===== config.mk =====
export PLATFORM = sky130hd
export DESIGN_NAME = dual_motor_bridge_controller_flat
export DESIGN_NICKNAME = d
export VERILOG_FILES = /design/src/design/dmbc_pkg.sv /design/src/design/dmbc_intf.sv /design/src/design/dmbc_cfg_regs.sv /design/src/design/dmbc_step.sv /design/src/design/dual_motor_bridge_controller.sv /design/src/flat_wrapper.sv
export SDC_FILE = /design/constraint.sdc
export NUM_CORES = 1
export LEC_CHECK = 0
export BUFFER_PORTS_ARGS = -buffer_cell sky130_fd_sc_hd__clkbuf_2
export CELL_PAD_IN_SITES_DETAIL_PLACEMENT = 1
export CELL_PAD_IN_SITES_GLOBAL_PLACEMENT = 2
export CORE_AREA = 3 3 266 268
export CTS_BUF_LIST = sky130_fd_sc_hd__clkbuf_8
export DETAILED_ROUTE_END_ITERATION = 10
export DIE_AREA = 0 0 269 271
export PLACE_DENSITY_LB_ADDON = 0.1
export SYNTH_ARGS = -nofsm -noshare
export SYNTH_HDL_FRONTEND = slang
export SYNTH_SLANG_ARGS = --single-unit
export TNS_END_PERCENT = 5

===== constraint.sdc =====
create_clock -name clk -period 14.4 [get_ports clk]
set_input_delay 2.88 -clock clk [delete_from_list [all_inputs] [get_ports clk]]
set_output_delay 2.88 -clock clk [all_outputs]
set_load 0.01 [all_outputs]

===== src/design/dmbc_pkg.sv =====
// ---------------------------------------------------------------------------
// dmbc_pkg
// Shared types, codes and widths of the dual motor bridge controller.
// ---------------------------------------------------------------------------
package dmbc_pkg;

  localparam int CHANNELS_DEF = 2;

  localparam int KIND_W   = 2;
  localparam int MODE_W   = 2;
  localparam int DIR_W    = 2;
  localparam int CMD_W    = 16;
  localparam int LIMIT_W  = 15;
  localparam int DUTY_W   = 16;
  localparam int SPEED_W  = 32;
  localparam int POS_W    = 64;
  localparam int CFG_IDX_W  = 2;
  localparam int CFG_DATA_W = 16;

  localparam logic [LIMIT_W-1:0] DUTY_LIMIT_RST = LIMIT_W'(1000);
  localparam logic [DUTY_W-1:0]  BRAKE_DUTY_RST = DUTY_W'(1000);

  // item kinds
  localparam logic [KIND_W-1:0] KIND_INIT = 2'd0;
  localparam logic [KIND_W-1:0] KIND_MODE = 2'd1;
  localparam logic [KIND_W-1:0] KIND_DUTY = 2'd2;
  localparam logic [KIND_W-1:0] KIND_TICK = 2'd3;

  // bridge modes
  localparam logic [MODE_W-1:0] MODE_COAST = 2'd0;
  localparam logic [MODE_W-1:0] MODE_BRAKE = 2'd1;
  localparam logic [MODE_W-1:0] MODE_DRIVE = 2'd2;

  // rotation directions
  localparam logic [DIR_W-1:0] DIR_ZERO = 2'd0;
  localparam logic [DIR_W-1:0] DIR_FWD  = 2'd1;
  localparam logic [DIR_W-1:0] DIR_REV  = 2'd2;

  // configuration register indexes
  localparam logic [CFG_IDX_W-1:0] REG_DUTY_LIMIT = 2'd0;
  localparam logic [CFG_IDX_W-1:0] REG_BRAKE_DUTY = 2'd1;

  // pin patterns, bit 0 is bridge input one
  localparam logic [1:0] PINS_LOW   = 2'b00;
  localparam logic [1:0] PINS_FWD   = 2'b01;
  localparam logic [1:0] PINS_REV   = 2'b10;
  localparam logic [1:0] PINS_BRAKE = 2'b11;

  typedef struct packed {
    logic [LIMIT_W-1:0] duty_limit;
    logic [DUTY_W-1:0]  brake_duty;
  } cfg_t;

  typedef struct packed {
    logic [KIND_W-1:0]         kind;
    logic                      channel;
    logic [MODE_W-1:0]         mode;
    logic signed [CMD_W-1:0]   duty_command;
    logic signed [SPEED_W-1:0] enc_delta;
    logic                      encoder_ok;
    logic                      hw_ok;
  } item_t;

  typedef struct packed {
    logic [MODE_W-1:0]         mode;
    logic [DIR_W-1:0]          last_dir;
    logic                      pend;
    logic signed [CMD_W-1:0]   pend_duty;
    logic signed [SPEED_W-1:0] speed;
    logic signed [POS_W-1:0]   position;
    logic                      ready;
    logic [1:0]                pins;
    logic [DUTY_W-1:0]         duty;
  } chan_state_t;

  typedef struct packed {
    logic                      out_channel;
    logic                      bridge_in1;
    logic                      bridge_in2;
    logic [DUTY_W-1:0]         pwm_duty;
    logic signed [SPEED_W-1:0] speed;
    logic signed [POS_W-1:0]   position;
    logic                      channel_ready;
    logic                      crossing_pending;
  } result_t;

endpackage


===== src/design/dmbc_intf.sv =====
// ---------------------------------------------------------------------------
// dmbc_intf
// Request, result and configuration channels of the motor bridge controller.
// ---------------------------------------------------------------------------
interface dmbc_in_if
  import dmbc_pkg::*;
();
  logic                      valid;
  logic                      ready;
  logic [KIND_W-1:0]         kind;
  logic                      channel;
  logic [MODE_W-1:0]         mode;
  logic signed [CMD_W-1:0]   duty_command;
  logic signed [SPEED_W-1:0] enc_delta;
  logic                      encoder_ok;
  logic                      hw_ok;

  modport source (output valid, kind, channel, mode, duty_command, enc_delta,
                  encoder_ok, hw_ok, input ready);
  modport sink   (input valid, kind, channel, mode, duty_command, enc_delta,
                  encoder_ok, hw_ok, output ready);
endinterface

interface dmbc_out_if
  import dmbc_pkg::*;
();
  logic                      valid;
  logic                      ready;
  logic                      out_channel;
  logic                      bridge_in1;
  logic                      bridge_in2;
  logic [DUTY_W-1:0]         pwm_duty;
  logic signed [SPEED_W-1:0] speed;
  logic signed [POS_W-1:0]   position;
  logic                      channel_ready;
  logic                      crossing_pending;

  modport source (output valid, out_channel, bridge_in1, bridge_in2, pwm_duty, speed,
                  position, channel_ready, crossing_pending, input ready);
  modport sink   (input valid, out_channel, bridge_in1, bridge_in2, pwm_duty, speed,
                  position, channel_ready, crossing_pending, output ready);
endinterface

interface dmbc_cfg_if
  import dmbc_pkg::*;
();
  logic                  valid;
  logic                  ready;
  logic [CFG_IDX_W-1:0]  index;
  logic [CFG_DATA_W-1:0] data;

  modport source (output valid, index, data, input ready);
  modport sink   (input valid, index, data, output ready);
endinterface


===== src/design/dmbc_cfg_regs.sv =====
// ---------------------------------------------------------------------------
// dmbc_cfg_regs
// Duty limit and brake duty registers, written over the configuration channel.
// ---------------------------------------------------------------------------
module dmbc_cfg_regs
  import dmbc_pkg::*;
(
  input  logic                  clk,
  input  logic                  rst_n,
  input  logic                  wr_en,
  input  logic [CFG_IDX_W-1:0]  wr_index,
  input  logic [CFG_DATA_W-1:0] wr_data,
  output cfg_t                  cfg
);

  cfg_t cfg_r, cfg_nxt;

  always_comb begin
    cfg_nxt = cfg_r;
    if (wr_en) begin
      // writes to unknown indexes are dropped
      if (wr_index == REG_DUTY_LIMIT) begin
        cfg_nxt.duty_limit = wr_data[LIMIT_W-1:0];
      end else if (wr_index == REG_BRAKE_DUTY) begin
        cfg_nxt.brake_duty = wr_data[DUTY_W-1:0];
      end
    end
  end

  always_ff @(posedge clk) begin
    if (!rst_n) begin
      cfg_r.duty_limit <= DUTY_LIMIT_RST;
      cfg_r.brake_duty <= BRAKE_DUTY_RST;
    end else begin
      cfg_r <= cfg_nxt;
    end
  end

  assign cfg = cfg_r;

endmodule


===== src/design/dmbc_step.sv =====
// ---------------------------------------------------------------------------
// dmbc_step
// Next channel state and result for one request, from the current state.
// ---------------------------------------------------------------------------
module dmbc_step
  import dmbc_pkg::*;
(
  input  item_t       item,
  input  chan_state_t cur,
  input  cfg_t        cfg,
  output chan_state_t nxt,
  output result_t     res
);

  function automatic logic signed [CMD_W-1:0] clamp_cmd(logic signed [CMD_W-1:0] v,
                                                        logic [LIMIT_W-1:0] lim);
    logic signed [CMD_W:0] lim_pos;
    logic signed [CMD_W:0] lim_neg;
    logic signed [CMD_W:0] v_ext;
    lim_pos = {2'b00, lim};
    lim_neg = -lim_pos;
    v_ext   = {v[CMD_W-1], v};
    if (v_ext > lim_pos) return lim_pos[CMD_W-1:0];
    if (v_ext < lim_neg) return lim_neg[CMD_W-1:0];
    return v;
  endfunction

  function automatic chan_state_t drive_cmd(chan_state_t s, logic signed [CMD_W-1:0] v);
    chan_state_t o;
    logic signed [CMD_W:0] neg;
    o = s;
    neg = -{v[CMD_W-1], v};
    if (s.ready) begin
      if (v > 0) begin
        o.pins = PINS_FWD;
        o.duty = DUTY_W'(v);
      end else if (v < 0) begin
        o.pins = PINS_REV;
        o.duty = neg[DUTY_W-1:0];
      end else begin
        o.pins = PINS_LOW;
        o.duty = '0;
      end
    end
    o.last_dir = (v > 0) ? DIR_FWD : (v < 0) ? DIR_REV : DIR_ZERO;
    return o;
  endfunction

  logic signed [CMD_W-1:0] clamped;
  logic [DIR_W-1:0]        new_dir;
  logic                    reversal;

  always_comb begin
    clamped = clamp_cmd(item.duty_command, cfg.duty_limit);
    new_dir = (clamped > 0) ? DIR_FWD : (clamped < 0) ? DIR_REV : DIR_ZERO;
    reversal = (cur.last_dir != DIR_ZERO) && (new_dir != DIR_ZERO) &&
               (cur.last_dir != new_dir);
  end

  always_comb begin
    nxt = cur;
    unique case (item.kind)
      KIND_INIT: begin
        nxt = '0;
        nxt.ready = item.hw_ok;
      end
      KIND_MODE: begin
        if (item.mode == MODE_BRAKE) begin
          nxt.mode = MODE_BRAKE;
          nxt.pend = 1'b0;
          nxt.pins = PINS_BRAKE;
          if (cur.ready) nxt.duty = cfg.brake_duty;
        end else if (item.mode == MODE_COAST) begin
          nxt.mode = MODE_COAST;
          nxt.pend = 1'b0;
          nxt.pins = PINS_LOW;
          if (cur.ready) nxt.duty = '0;
        end else if (item.mode == MODE_DRIVE) begin
          nxt.mode = MODE_DRIVE;
          nxt.pend = 1'b0;
        end
      end
      KIND_DUTY: begin
        if (cur.ready && cur.mode == MODE_DRIVE) begin
          if (reversal) begin
            // coast through the zero crossing, drive on the next good tick
            nxt.pins      = PINS_LOW;
            nxt.duty      = '0;
            nxt.pend      = 1'b1;
            nxt.pend_duty = clamped;
            nxt.last_dir  = new_dir;
          end else if (!cur.pend) begin
            nxt = drive_cmd(cur, clamped);
          end else begin
            nxt.pend_duty = clamped;
          end
        end
      end
      KIND_TICK: begin
        if (!cur.ready) begin
          nxt.speed = '0;
        end else if (item.encoder_ok) begin
          nxt.speed    = item.enc_delta;
          nxt.position = cur.position + POS_W'(item.enc_delta);
          if (cur.pend) begin
            nxt.pend = 1'b0;
            // limit may have changed while the command waited
            if (cur.mode == MODE_DRIVE) begin
              nxt = drive_cmd(nxt, clamp_cmd(cur.pend_duty, cfg.duty_limit));
            end
          end
        end else begin
          nxt.ready = 1'b0;
          nxt.speed = '0;
        end
      end
      default: nxt = cur;
    endcase
  end

  always_comb begin
    res.out_channel      = item.channel;
    res.bridge_in1       = nxt.pins[0];
    res.bridge_in2       = nxt.pins[1];
    res.pwm_duty         = nxt.duty;
    res.speed            = nxt.speed;
    res.position         = nxt.position;
    res.channel_ready    = nxt.ready;
    res.crossing_pending = nxt.pend;
  end

endmodule


===== src/design/dual_motor_bridge_controller.sv =====
// ---------------------------------------------------------------------------
// dual_motor_bridge_controller
// H-bridge controller for several motor channels with zero-cross coasting.
// ---------------------------------------------------------------------------
// in_if carries requests: init, set mode, set duty or tick, each addressing
// one channel. Every request yields exactly one result on out_if holding the
// channel's pins, PWM duty, speed, 64-bit position, readiness and whether a
// reversed command still waits for a tick. A request for a channel beyond
// CHANNELS changes nothing and returns zeros beside its channel number.
// cfg_if writes the duty limit (index 0) and brake duty (index 1); it is
// always ready and should be written only while no request is in flight.
// A request waits in the input register until the output register is empty
// or being read; then its combinationally computed result is loaded there.
// One request per cycle is taken while out_if does not stall, and requests
// for the same channel may follow each other directly, as channel state is
// updated between the registers. While out_if stalls, one more request is
// taken into the input register, then in_if.ready drops until the result
// is taken. Reset empties both registers, restores the configuration
// defaults and puts every channel in coast, not ready, position zero.
// ---------------------------------------------------------------------------
module dual_motor_bridge_controller
  import dmbc_pkg::*;
#(
  parameter int CHANNELS = CHANNELS_DEF
) (
  input  logic       clk,
  input  logic       rst_n,
  dmbc_in_if.sink    in_if,
  dmbc_out_if.source out_if,
  dmbc_cfg_if.sink   cfg_if
);

  localparam int CH_W = (CHANNELS > 1) ? $clog2(CHANNELS) : 1;

  cfg_t cfg;

  dmbc_cfg_regs u_cfg_regs (
    .clk      (clk),
    .rst_n    (rst_n),
    .wr_en    (cfg_if.valid && cfg_if.ready),
    .wr_index (cfg_if.index),
    .wr_data  (cfg_if.data),
    .cfg      (cfg)
  );

  assign cfg_if.ready = 1'b1;

  // input register
  logic        in_valid_r, in_valid_nxt;
  item_t       item_r;
  logic        out_valid_r, out_valid_nxt;
  result_t     res_r;
  logic        advance;
  logic        in_take;

  assign advance     = in_valid_r && (!out_valid_r || out_if.ready);
  assign in_if.ready = !in_valid_r || advance;
  assign in_take     = in_if.valid && in_if.ready;

  always_comb begin
    in_valid_nxt = in_take ? 1'b1 : (advance ? 1'b0 : in_valid_r);
    out_valid_nxt = advance ? 1'b1 : ((out_valid_r && out_if.ready) ? 1'b0 : out_valid_r);
  end

  always_ff @(posedge clk) begin
    if (!rst_n) begin
      in_valid_r  <= 1'b0;
      out_valid_r <= 1'b0;
    end else begin
      in_valid_r  <= in_valid_nxt;
      out_valid_r <= out_valid_nxt;
    end
  end

  always_ff @(posedge clk) begin
    if (in_take) begin
      item_r.kind          <= in_if.kind;
      item_r.channel       <= in_if.channel;
      item_r.mode          <= in_if.mode;
      item_r.duty_command  <= in_if.duty_command;
      item_r.enc_delta     <= in_if.enc_delta;
      item_r.encoder_ok    <= in_if.encoder_ok;
      item_r.hw_ok         <= in_if.hw_ok;
    end
  end

  // per-channel state
  chan_state_t st_r [CHANNELS];
  chan_state_t cur;
  chan_state_t st_nxt;
  result_t     step_res;
  result_t     res_nxt;
  logic [CH_W-1:0] ch_idx;
  logic        in_range;

  assign ch_idx   = CH_W'(item_r.channel);
  assign in_range = (32'(item_r.channel) < CHANNELS);
  assign cur      = in_range ? st_r[ch_idx] : '0;

  dmbc_step u_step (
    .item (item_r),
    .cur  (cur),
    .cfg  (cfg),
    .nxt  (st_nxt),
    .res  (step_res)
  );

  always_comb begin
    if (in_range) begin
      res_nxt = step_res;
    end else begin
      res_nxt = '0;
      res_nxt.out_channel = item_r.channel;
    end
  end

  always_ff @(posedge clk) begin
    if (!rst_n) begin
      for (int i = 0; i < CHANNELS; i++) begin
        st_r[i] <= '0;
      end
    end else if (advance && in_range) begin
      st_r[ch_idx] <= st_nxt;
    end
  end

  always_ff @(posedge clk) begin
    if (advance) res_r <= res_nxt;
  end

  assign out_if.valid            = out_valid_r;
  assign out_if.out_channel      = res_r.out_channel;
  assign out_if.bridge_in1       = res_r.bridge_in1;
  assign out_if.bridge_in2       = res_r.bridge_in2;
  assign out_if.pwm_duty         = res_r.pwm_duty;
  assign out_if.speed            = res_r.speed;
  assign out_if.position         = res_r.position;
  assign out_if.channel_ready    = res_r.channel_ready;
  assign out_if.crossing_pending = res_r.crossing_pending;

  // a request leaving the input register always shows up as a result
  a_advance_gives_result: assert property (@(posedge clk) disable iff (!rst_n)
    advance |=> out_valid_r)
    else $error("request left input register without a result");

  // input backpressure only from a full pipe behind a stalled receiver
  a_ready_only_when_full: assert property (@(posedge clk) disable iff (!rst_n)
    !in_if.ready |-> (in_valid_r && out_valid_r && !out_if.ready))
    else $error("input stalled with room in the pipe");

  // a pending reversal is never held while braking
  a_no_pending_in_brake: assert property (@(posedge clk) disable iff (!rst_n)
    out_valid_r |-> !(res_r.bridge_in1 && res_r.bridge_in2 && res_r.crossing_pending))
    else $error("crossing pending with bridge braked");

  // results for absent channels carry no state
  a_absent_channel_zero: assert property (@(posedge clk) disable iff (!rst_n)
    (out_valid_r && (32'(res_r.out_channel) >= CHANNELS)) |->
      (res_r.pwm_duty == '0 && res_r.position == '0 && !res_r.channel_ready))
    else $error("result for absent channel not zero");

endmodule


===== src/flat_wrapper.sv =====
// flat-port wrapper written by rule: the top's interface ports become plain ports
module dual_motor_bridge_controller_flat import dmbc_pkg::*;
#(
  parameter int CHANNELS = CHANNELS_DEF
)
  (clk, rst_n, in_if_valid, in_if_kind, in_if_channel, in_if_mode, in_if_duty_command, in_if_enc_delta, in_if_encoder_ok, in_if_hw_ok, in_if_ready, out_if_valid, out_if_out_channel, out_if_bridge_in1, out_if_bridge_in2, out_if_pwm_duty, out_if_speed, out_if_position, out_if_channel_ready, out_if_crossing_pending, out_if_ready, cfg_if_valid, cfg_if_index, cfg_if_data, cfg_if_ready);
  dmbc_in_if in_if_i ();
  dmbc_out_if out_if_i ();
  dmbc_cfg_if cfg_if_i ();
  input  logic clk;
  input  logic rst_n;
  input wire logic [$bits(in_if_i.valid)-1:0] in_if_valid;
  input wire logic [$bits(in_if_i.kind)-1:0] in_if_kind;
  input wire logic [$bits(in_if_i.channel)-1:0] in_if_channel;
  input wire logic [$bits(in_if_i.mode)-1:0] in_if_mode;
  input wire logic [$bits(in_if_i.duty_command)-1:0] in_if_duty_command;
  input wire logic [$bits(in_if_i.enc_delta)-1:0] in_if_enc_delta;
  input wire logic [$bits(in_if_i.encoder_ok)-1:0] in_if_encoder_ok;
  input wire logic [$bits(in_if_i.hw_ok)-1:0] in_if_hw_ok;
  output wire logic [$bits(in_if_i.ready)-1:0] in_if_ready;
  output wire logic [$bits(out_if_i.valid)-1:0] out_if_valid;
  output wire logic [$bits(out_if_i.out_channel)-1:0] out_if_out_channel;
  output wire logic [$bits(out_if_i.bridge_in1)-1:0] out_if_bridge_in1;
  output wire logic [$bits(out_if_i.bridge_in2)-1:0] out_if_bridge_in2;
  output wire logic [$bits(out_if_i.pwm_duty)-1:0] out_if_pwm_duty;
  output wire logic [$bits(out_if_i.speed)-1:0] out_if_speed;
  output wire logic [$bits(out_if_i.position)-1:0] out_if_position;
  output wire logic [$bits(out_if_i.channel_ready)-1:0] out_if_channel_ready;
  output wire logic [$bits(out_if_i.crossing_pending)-1:0] out_if_crossing_pending;
  input wire logic [$bits(out_if_i.ready)-1:0] out_if_ready;
  input wire logic [$bits(cfg_if_i.valid)-1:0] cfg_if_valid;
  input wire logic [$bits(cfg_if_i.index)-1:0] cfg_if_index;
  input wire logic [$bits(cfg_if_i.data)-1:0] cfg_if_data;
  output wire logic [$bits(cfg_if_i.ready)-1:0] cfg_if_ready;
  assign in_if_i.valid = in_if_valid;
  assign in_if_i.kind = in_if_kind;
  assign in_if_i.channel = in_if_channel;
  assign in_if_i.mode = in_if_mode;
  assign in_if_i.duty_command = in_if_duty_command;
  assign in_if_i.enc_delta = in_if_enc_delta;
  assign in_if_i.encoder_ok = in_if_encoder_ok;
  assign in_if_i.hw_ok = in_if_hw_ok;
  assign in_if_ready = in_if_i.ready;
  assign out_if_valid = out_if_i.valid;
  assign out_if_out_channel = out_if_i.out_channel;
  assign out_if_bridge_in1 = out_if_i.bridge_in1;
  assign out_if_bridge_in2 = out_if_i.bridge_in2;
  assign out_if_pwm_duty = out_if_i.pwm_duty;
  assign out_if_speed = out_if_i.speed;
  assign out_if_position = out_if_i.position;
  assign out_if_channel_ready = out_if_i.channel_ready;
  assign out_if_crossing_pending = out_if_i.crossing_pending;
  assign out_if_i.ready = out_if_ready;
  assign cfg_if_i.valid = cfg_if_valid;
  assign cfg_if_i.index = cfg_if_index;
  assign cfg_if_i.data = cfg_if_data;
  assign cfg_if_ready = cfg_if_i.ready;
  dual_motor_bridge_controller #(.CHANNELS(CHANNELS)) u_core (.clk(clk), .rst_n(rst_n), .in_if(in_if_i), .out_if(out_if_i), .cfg_if(cfg_if_i));
endmodule

==> results.json, run 1 <==
{
  "status": "completed",
  "clock_latency_ps": 710,
  "firstDrtPassIters": 6,
  "ctsHoldBuffers": 0,
  "finalClockSkew_ps": 47.3,
  "synth_cell_type_count": 98,
  "design_area_um2": 31700,
  "cts_buffers": 87,
  "first_global_vias": 24343,
  "hp-class": "register to register",
  "switching_share_pct": 31.9,
  "coreArea_um2": 68600,
  "vdd_drop_max_uv": 73.8,
  "layout-drive-gt1-share_pct": 15.3,
  "synth_edf_count": 444,
  "htree_levels": 3,
  "path_clk_slew_ps": 60,
  "yosys.area.top_type_share_pct": 47.5,
  "cts.sinks": 478,
  "r2r_cells": 24,
  "antenna_found_initial": 3,
  "reg2reg_to": "u_core.st_r[0][120]",
  "crit_type": "register to register",
  "drt-vias-per-instance": 5.85,
  "grt_pass1_wl_um": 150000,
  "ant_nets": 0,
  "seq_power_share_pct": 44.9,
  "required_ps": 14830,
  "wl_um": 99900,
  "hold_depth": 2,
  "reg2reg_slack_ps": 6670,
  "max_freq_ghz": 0.129,
  "dp_cells": 3799,
  "pin_count": 198,
  "combPwrFrac_pct": 20.6,
  "ctsResizeCount": 0,
  "worstPathArrival_ps": 8160,
  "tightest_slew_ps": 1160,
  "synth_commonest_cells": "444 x edfxtp_1, 394 x nor2_1, 207 x a21oi_1",
  "p_leak_nw": 13.2,
  "gp_congestion": 0.950,
  "dieArea_um2": 72900,
  "track_usage_pct": 27.1,
  "timing.final.max_slew_violations": 0,
  "fin_crit_sh_pct": 53.7,
  "wire_per_inst_um": 25.2,
  "ys_ff_latch": 478,
  "setup-tns-final_ps": 0,
  "setup_violations": 0,
  "place_area_um2": 30000,
  "synthArstFlopShare_pct": 0,
  "port_buffers": 196,
  "synth-main-ff-cell": "edfxtp_1",
  "post-route-util_pct": 46.2,
  "via_count": 23168,
  "hold_slack_ps": 482,
  "grt.overflow.total": 0,
  "p_int_w": 0.00249,
  "cp-start-kind": "register",
  "cts_tree": "built",
  "die_y_um": 271,
  "root_buffer": "clkbuf_8",
  "route.detailed.drc": 0,
  "critPathMaxFanout": 48,
  "synthTopCellsByArea": "edfxtp_1 48%, ha_1 5.4%, nor2_1 5.3%, a21oi_1 3.7%, mux2i_1 3.2%",
  "drtIter0Drc": 1628,
  "drv_cap": 0,
  "ys_warn_count": 0,
  "slew_headroom_pct": 22.6,
  "r2r_start": "u_core.u_cfg_regs.cfg[22]",
  "stdcell_count": 3962,
  "cp-end-kind": "register",
  "min_to": "u_core.u_cfg_regs.cfg[7]",
  "rsz0062_at_grt": "false",
  "p_sw_w": 0.00116,
  "synth_nets": 2977,
  "hold_start": "u_core.u_cfg_regs.cfg[7]",
  "die_w_um": 269,
  "area_growth_pct": 12.9,
  "initial_core_util_pct": 40.9,
  "synthesis.area_um2": 28100,
  "dp_hpwl_um": 69400,
  "num_rows": 96,
  "hold_viol_final": 0,
  "syn_area_per_cell_um2": 10.1,
  "period_needed_ps": 7730,
  "nNetsFinal": 3158,
  "power.share.clock_pct": 34.4,
  "clk_path_buf_depth": 3,
  "post-cts-setup-buffer-count": 0,
  "seq_area_frac_synth_pct": 50.0,
  "netlist_instances": 2776,
  "p_per_area_nw_per_um2": 115,
  "yosysMostFrequentCell": "edfxtp_1",
  "grt_max_degree": 78,
  "synth_top_cell_by_area": "edfxtp_1"
}
cells in the final DEF (no fill, tap or decap), types with 65 or more instances in the layout:
cell      count
a21oi_1     207
clkbuf_8     95
ha_1        122
mux2i_1      89
nand3_1      65
inv_1       202
o21ai_0      80
edfxtp_1    444
a21o_1       72
nand2_1     197
clkbuf_2    196
nor2_1      392
mux2_2       67
final cells by class:
type / instances / area (um^2)
sequential: 478 / 14000
clock buffer: 95 / 1310
timing repair buffer: 239 / 1300
fill: 7684 / 36900
inverter: 175 / 657
multi-input combinational: 1976 / 12900
antenna: 1 / 2.50
tap: 931 / 1160
clock inverter: 67 / 359
power groups by stage:
stage               combinational (W)  clock [W]  sequential (W)
finish                       0.000753    0.00126         0.00164
CTS                          0.000752    0.00129         0.00164
global placement             0.000735          0         0.00166
floorplan                    0.000483          0         0.00167
detailed placement           0.000747          0         0.00167
global route                 0.000822    0.00135         0.00165
sequential cells by signal, summed over array words and instances, names as in the netlist, named ones only:
| name | count |
|---|---|
| u_core.out_if.speed | 32 |
| u_core.out_if.crossing_pending | 1 |
| u_core.u_cfg_regs.cfg | 31 |
| u_core.out_if.position | 64 |
| u_core.out_if.bridge_in1 | 1 |
| u_core.item_r | 54 |
| u_core.out_if.out_channel | 1 |
| u_core.st_r | 272 |
| u_core.out_if.pwm_duty | 16 |
| u_core.in_valid_r | 1 |
| u_core.out_if.bridge_in2 | 1 |
| u_core.out_if.channel_ready | 1 |
| u_core.out_if.valid | 1 |
| u_core.ch_idx | 1 |
worst max path at each step:
stage	start	to	slack, ps	depth (start not counted)
floorplan	out_if_ready	u_core.st_r[1][0]	1080	6
global placement	u_core.u_cfg_regs.cfg[18]	u_core.st_r[1][120]	7010	24
detailed placement	u_core.u_cfg_regs.cfg[23]	u_core.st_r[1][120]	6840	24
CTS	u_core.u_cfg_regs.cfg[23]	u_core.st_r[0][120]	6750	24
global route	u_core.u_cfg_regs.cfg[18]	u_core.st_r[0][120]	6100	24
finish	u_core.u_cfg_regs.cfg[22]	u_core.st_r[0][120]	6670	24
cells by family after synthesis:
group / count (synthesis) / share of synthesized area [%]
mux: 156 / 5.87
buf+inv: 322 / 4.42
compound gates: 681 / 16.2
fa+ha+maj: 124 / 5.55
xor+xnor: 89 / 2.81
other cells: 1 / 0.0134
flops: 478 / 50.0
simple gates: 925 / 15.2
metrics by stage:
step	total power, W	worst slack [ps]
2_1_floorplan	0.00215	1080
3_3_place_gp	0.00240	7010
3_5_place_dp	0.00242	6840
4_1_cts	0.00368	6750
5_1_grt	0.00382	6100
6_report	0.00365	6670
critical path, cell delays in order, from the launching register on:
cell,delay [ps]
dfxtp_1,350
nor4_1,670
nand4_1,430
or3_1,480
nor2_1,200
nand2b_1,170
ha_1,250
a21o_1,190
a211o_1,400
a221o_1,320
o22ai_1,280
nor2_1,220
o211ai_2,180
buf_4,210
mux2i_1,540
ha_1,260
inv_1,70
or4_1,470
o31a_1,230
nor3_4,380
a31oi_1,200
o21ai_2,150
buf_4,410
nor3_1,100
a211o_1,280
layer usage:
metal  track usage [%]  routed length, um
met5                 0                  0
met4              7.85               2740
met3              3.43               4250
met2              47.1              49500
met1              35.1              43400
(Power assumes the default switching activity.)
==> run 2: changes to the inputs <==
CORE_AREA = 3 3 280 282   (was 3 3 266 268)
DIE_AREA = 0 0 283 285   (was 0 0 269 271)
clock period = 6.24 ns   (was 14.4 ns; I/O delays follow)
==> results.json, run 2 (same netlist as run 1, synthesis figures left out) <==
{
  "status": "completed",
  "vdd_drop_max_uv": 142,
  "cts.sinks": 478,
  "reg2reg_slack_ps": 180,
  "drv_cap": 0,
  "coreArea_um2": 75900,
  "antenna_found_initial": 3,
  "cp_slowest_stage_delay_ps": 380,
  "hold_depth": 2,
  "layout_setup_ws_ps": 177,
  "path_common_cell": "buf_4",
  "period_needed_ps": 6060,
  "timing.final.max_slew_violations": 0,
  "cp-start-kind": "register",
  "route.detailed.drc": 0,
  "first_global_vias": 24794,
  "reg2reg_to": "u_core.st_r[1][0]",
  "final_common_cell": "edfxtp_1",
  "largest_reg_flops": 272,
  "grt_pass1_wl_um": 159000,
  "slew_headroom_pct": 6.28,
  "crit_type": "register to register",
  "pre_cts_ws_ps": -227,
  "grt_max_degree": 135,
  "hold_viol_final": 0,
  "nNetsFinal": 3339,
  "r2r_start": "u_core.u_cfg_regs.cfg[21]",
  "dieArea_um2": 80700,
  "p_per_area_nw_per_um2": 259,
  "tightest_slew_ps": 1390,
  "dp_hpwl_um": 76400,
  "die_w_um": 283,
  "clock_latency_ps": 710,
  "finalClockSkew_ps": 57.7,
  "drtIter0Drc": 1409,
  "registers.top_by_ff_count": "u_core.st_r",
  "num_rows": 101,
  "min_to": "u_core.u_cfg_regs.cfg[12]",
  "fin_crit_sh_pct": 97.2,
  "cp_slowest_cell": "nor4_4",
  "ant_nets": 0,
  "area_growth_pct": 19.2,
  "cts_tree": "built",
  "rsz0062_at_grt": "true",
  "port_buffers": 196,
  "firstDrtPassIters": 5,
  "layout-drive-gt1-share_pct": 20.5,
  "initial_core_util_pct": 36.9,
  "path_clk_slew_ps": 60,
  "via_count": 23630,
  "max_freq_ghz": 0.165,
  "die_y_um": 285,
  "wire_per_inst_um": 24.9,
  "critical_path_buf_inv_count": 7,
  "crit_family": "simple AND/OR/NAND/NOR gates",
  "r2r_cells": 27,
  "pin_count": 198,
  "cts_buffers": 88,
  "wl_um": 106000,
  "grt.overflow.total": 0,
  "cp-end-kind": "register",
  "required_ps": 6650,
  "gp_congestion": 0.946,
  "hp-class": "register to register",
  "setup_violations": 0,
  "p_leak_nw": 14.2,
  "ctsHoldBuffers": 0,
  "drt-vias-per-instance": 5.57,
  "root_buffer": "clkbuf_8",
  "worstPathArrival_ps": 6470,
  "final_cell_mix": "444 x edfxtp_1, 390 x nor2_1, 214 x buf_4",
  "htree_levels": 3,
  "clk_path_buf_depth": 3,
  "critPathMaxFanout": 8,
  "hold_start": "u_core.u_cfg_regs.cfg[12]",
  "setup-tns-final_ps": 0,
  "track_usage_pct": 25.7
}
[run 2: cell types whose count changed in the layout (fill, tap and decap cells not counted), moves of 3 or more]
cell / previous run / this run
clkinv_1: 22 / 17
inv_1: 202 / 205
o21ai_1: 4 / 8
diode_2: 1 / 6
buf_12: 0 / 8
nor4_4: 0 / 3
buf_4: 43 / 214
[run 2: repair_timing]
action	in CTS	in global routing
resized for setup	2	21
setup endpoints to repair	8	93
buffers inserted	0	2
pin swaps	0	1
endpoints found under the hold margin	0	0
[run 2: layer usage]
metal,global-route usage [%],vias to the layer above,part of all wire [%]
met3,3.49,118,4.3
li1,-,11021,-
met1,34.5,11935,45
met5,0,-,0
met2,43.8,556,48
met4,6.44,0,2.2
[run 2: stage by stage]
stage               power [W]  instance area, um^2  hold WS (ps)  instances  utilization [%]
global placement      0.00573                31600           458       4076             41.6
global route          0.00908                33400           506       4242             44.0
finish                0.00867                33400           467       4246             44.0
detailed placement    0.00576                31600           466       4076             41.6
floorplan             0.00495                28100           439       2776                -
CTS                   0.00876                33300           473       4238             43.8
[run 2: worst reg2reg max path, delay by kind of cell, from the launching register on]
| kind | cells | cell delay (ps) |
|---|---|---|
| compound gates | 7 | 1860 |
| fa+ha+maj | 2 | 510 |
| buf+inv | 7 | 1070 |
| flops | 1 | 310 |
| simple gates | 11 | 2010 |
[run 2: layout make-up]
type	count	area, um^2
inverters	175	657
well taps	1030	1290
repair buffers	419	2760
flip-flops and latches	478	14000
clock inverters	68	414
fillers	8533	42500
multi-input cells	1976	13000
diodes	6	15.0
clock buffers	94	1290
[run 2: worst max path at each step]
stage | start | to | slack (ps) | depth (start not counted)
6_report | u_core.u_cfg_regs.cfg[21] | u_core.st_r[1][0] | 180 | 27
5_1_grt | u_core.u_cfg_regs.cfg[21] | u_core.st_r[0][120] | -70 | 25
4_1_cts | u_core.u_cfg_regs.cfg[22] | u_core.st_r[1][8] | 30 | 23
3_5_place_dp | u_core.u_cfg_regs.cfg[18] | u_core.out_if.pwm_duty[4] | -230 | 22
3_3_place_gp | u_core.u_cfg_regs.cfg[18] | u_core.out_if.pwm_duty[4] | -270 | 22
2_1_floorplan | u_core.u_cfg_regs.cfg[18] | u_core.st_r[0][12] | -70 | 23
[run 2: power breakdown]
part | switching (W) | total, W | internal, W
clock network | 0.00141 | 0.00295 | 0.00154
logic | 0.00121 | 0.00193 | 0.000719
registers | 0.0000928 | 0.00379 | 0.00369
total | 0.00272 | 0.00867 | 0.00595
==> run 3: changes to the inputs <==
CORE_AREA = 3 3 284 286   (was 3 3 280 282)
CTS_BUF_LIST = sky130_fd_sc_hd__clkbuf_16   (was sky130_fd_sc_hd__clkbuf_8)
DIE_AREA = 0 0 287 289   (was 0 0 283 285)
PLACE_DENSITY = 0.77   (was unset)
PLACE_DENSITY_LB_ADDON = unset   (was 0.1)
==> results.json, run 3 (same netlist as run 1, synthesis figures left out) <==
{
  "cp_slowest_cell": "or4_4",
  "port_buffers": 196,
  "rsz0062_at_grt": "false",
  "crit_family": "compound AO/OA/AOI/OAI gates",
  "cp_slowest_stage_delay_ps": 610,
  "critical_path_buf_inv_count": 4,
  "gp_congestion": 0.916,
  "htree_levels": 2,
  "route.detailed.drc": 0,
  "firstDrtPassIters": 5,
  "p_per_area_nw_per_um2": 270,
  "first_global_vias": 24665,
  "nNetsFinal": 3280,
  "ant_nets": 0,
  "fin_crit_sh_pct": 95.1,
  "drt-vias-per-instance": 5.67,
  "grt_max_degree": 89,
  "cp-end-kind": "register",
  "vdd_drop_max_uv": 214,
  "p_leak_nw": 14.0,
  "coreArea_um2": 78600,
  "drtIter0Drc": 1704,
  "wire_per_inst_um": 25.3,
  "area_growth_pct": 18.9,
  "setup_violations": 0,
  "status": "completed",
  "cts_buffers": 55,
  "pin_count": 198,
  "final_common_cell": "edfxtp_1",
  "total_power_w": 0.00900,
  "clock_latency_ps": 640,
  "registers.top_by_ff_count": "u_core.st_r",
  "grt_pass1_wl_um": 156000,
  "num_rows": 103,
  "hold_viol_final": 0,
  "tightest_slew_ps": 1260,
  "path_common_cell": "buf_4",
  "layout-drive-gt1-share_pct": 19.3,
  "worstPathCellList": "or4_4 > nor2_1 > buf_4 > nand2_1 > xnor2_2 > buf_4 > ha_1 > a21o_1 > a21oi_1 > o221ai_1 > buf_4 > a41oi_2 > a31oi_1 > o32ai_1 > a21oi_1 > buf_4 > o41ai_1 > xor2_1 > nor2_1 > a311oi_1 > nor2_1",
  "hp-class": "register to register",
  "crit_type": "register to register",
  "wl_um": 106000,
  "drv_cap": 0,
  "final_cell_mix": "444 x edfxtp_1, 391 x nor2_1, 206 x a21oi_1",
  "via_count": 23693,
  "cp-start-kind": "register",
  "hold_slack_ps": 485,
  "timing.final.max_slew_violations": 0,
  "clk_path_buf_depth": 3,
  "path_clk_slew_ps": 60,
  "root_buffer": "clkbuf_16",
  "antenna_found_initial": 3,
  "cts_tree": "built",
  "ctsHoldBuffers": 0,
  "die_y_um": 289,
  "cts.sinks": 478,
  "dp_hpwl_um": 76200,
  "max_freq_ghz": 0.169,
  "period_needed_ps": 5930,
  "dieArea_um2": 82900,
  "critPathMaxFanout": 10,
  "largest_reg_flops": 272,
  "slew_headroom_pct": 15.5,
  "worstPathArrival_ps": 6250,
  "track_usage_pct": 24.8,
  "finalClockSkew_ps": 50.0,
  "die_w_um": 287,
  "grt.overflow.total": 0,
  "required_ps": 6550,
  "initial_core_util_pct": 35.7
}
run 3: changes by cell type in the layout (fill, tap and decap cells not counted), moves of 4 or more:
cell and change:
clkbuf_8 -94, clkbuf_16 +56, inv_1 -26, buf_4 -24
clkinv_1 -5, clkinv_4 +4, diode_2 -4
run 3: through the flow:
stage | TNS, ps | instance area, um^2 | setup slack [ps] | instances | utilization (%)
5_1_grt | 0 | 33400 | 9.65 | 4176 | 42.4
3_5_place_dp | -329 | 31400 | -128 | 4072 | 40.0
4_1_cts | 0 | 33300 | 65.9 | 4176 | 42.3
3_3_place_gp | -241 | 31400 | -101 | 4072 | 40.0
6_report | 0 | 33400 | 306 | 4178 | 42.4
2_1_floorplan | -3960 | 28100 | -69.3 | 2776 | -
run 3: where the power goes:
group	leakage (nW)	switching, W	internal, W
combinational	8.26	0.00121	0.000695
sequential	4.77	0.0000968	0.00369
clock	0.926	0.00141	0.00189
run 3: final timing paths:
path	end	start	slack, ps	depth (start not counted)
setup / recovery	u_core.st_r[1][7]	u_core.u_cfg_regs.cfg[19]	310	21
hold / removal	u_core.u_cfg_regs.cfg[7]	u_core.u_cfg_regs.cfg[7]	480	2
setup reg to reg	u_core.st_r[1][7]	u_core.u_cfg_regs.cfg[19]	310	21
hold reg to reg	u_core.u_cfg_regs.cfg[7]	u_core.u_cfg_regs.cfg[7]	480	2
run 3: worst min-delay path, cell delays in order, from the launching register on:
cell and delay, ps:
dfxtp_1 320, nand2_1 60, nand3_1 60
run 3: layer usage:
layer | track usage [%] | wire [um]
met4 | 7.15 | 2900
met3 | 4.15 | 6100
met1 | 33.3 | 47800
met2 | 41.1 | 49100
met5 | 0 | 0
run 3: layout make-up:
type	instances	area, um^2
timing repair buffer	393	2550
sequential	478	14000
fill	8815	45300
antenna	2	5.00
inverter	175	657
clock buffer	56	1400
tap	1050	1310
clock inverter	48	440
multi-input combinational	1976	13000
run 3: repair_timing:
action                     4_1_cts  5_1_grt
pin swaps                        0        1
gates resized for setup          2       15
setup buffers                    0        0
setup endpoints to repair        5       82
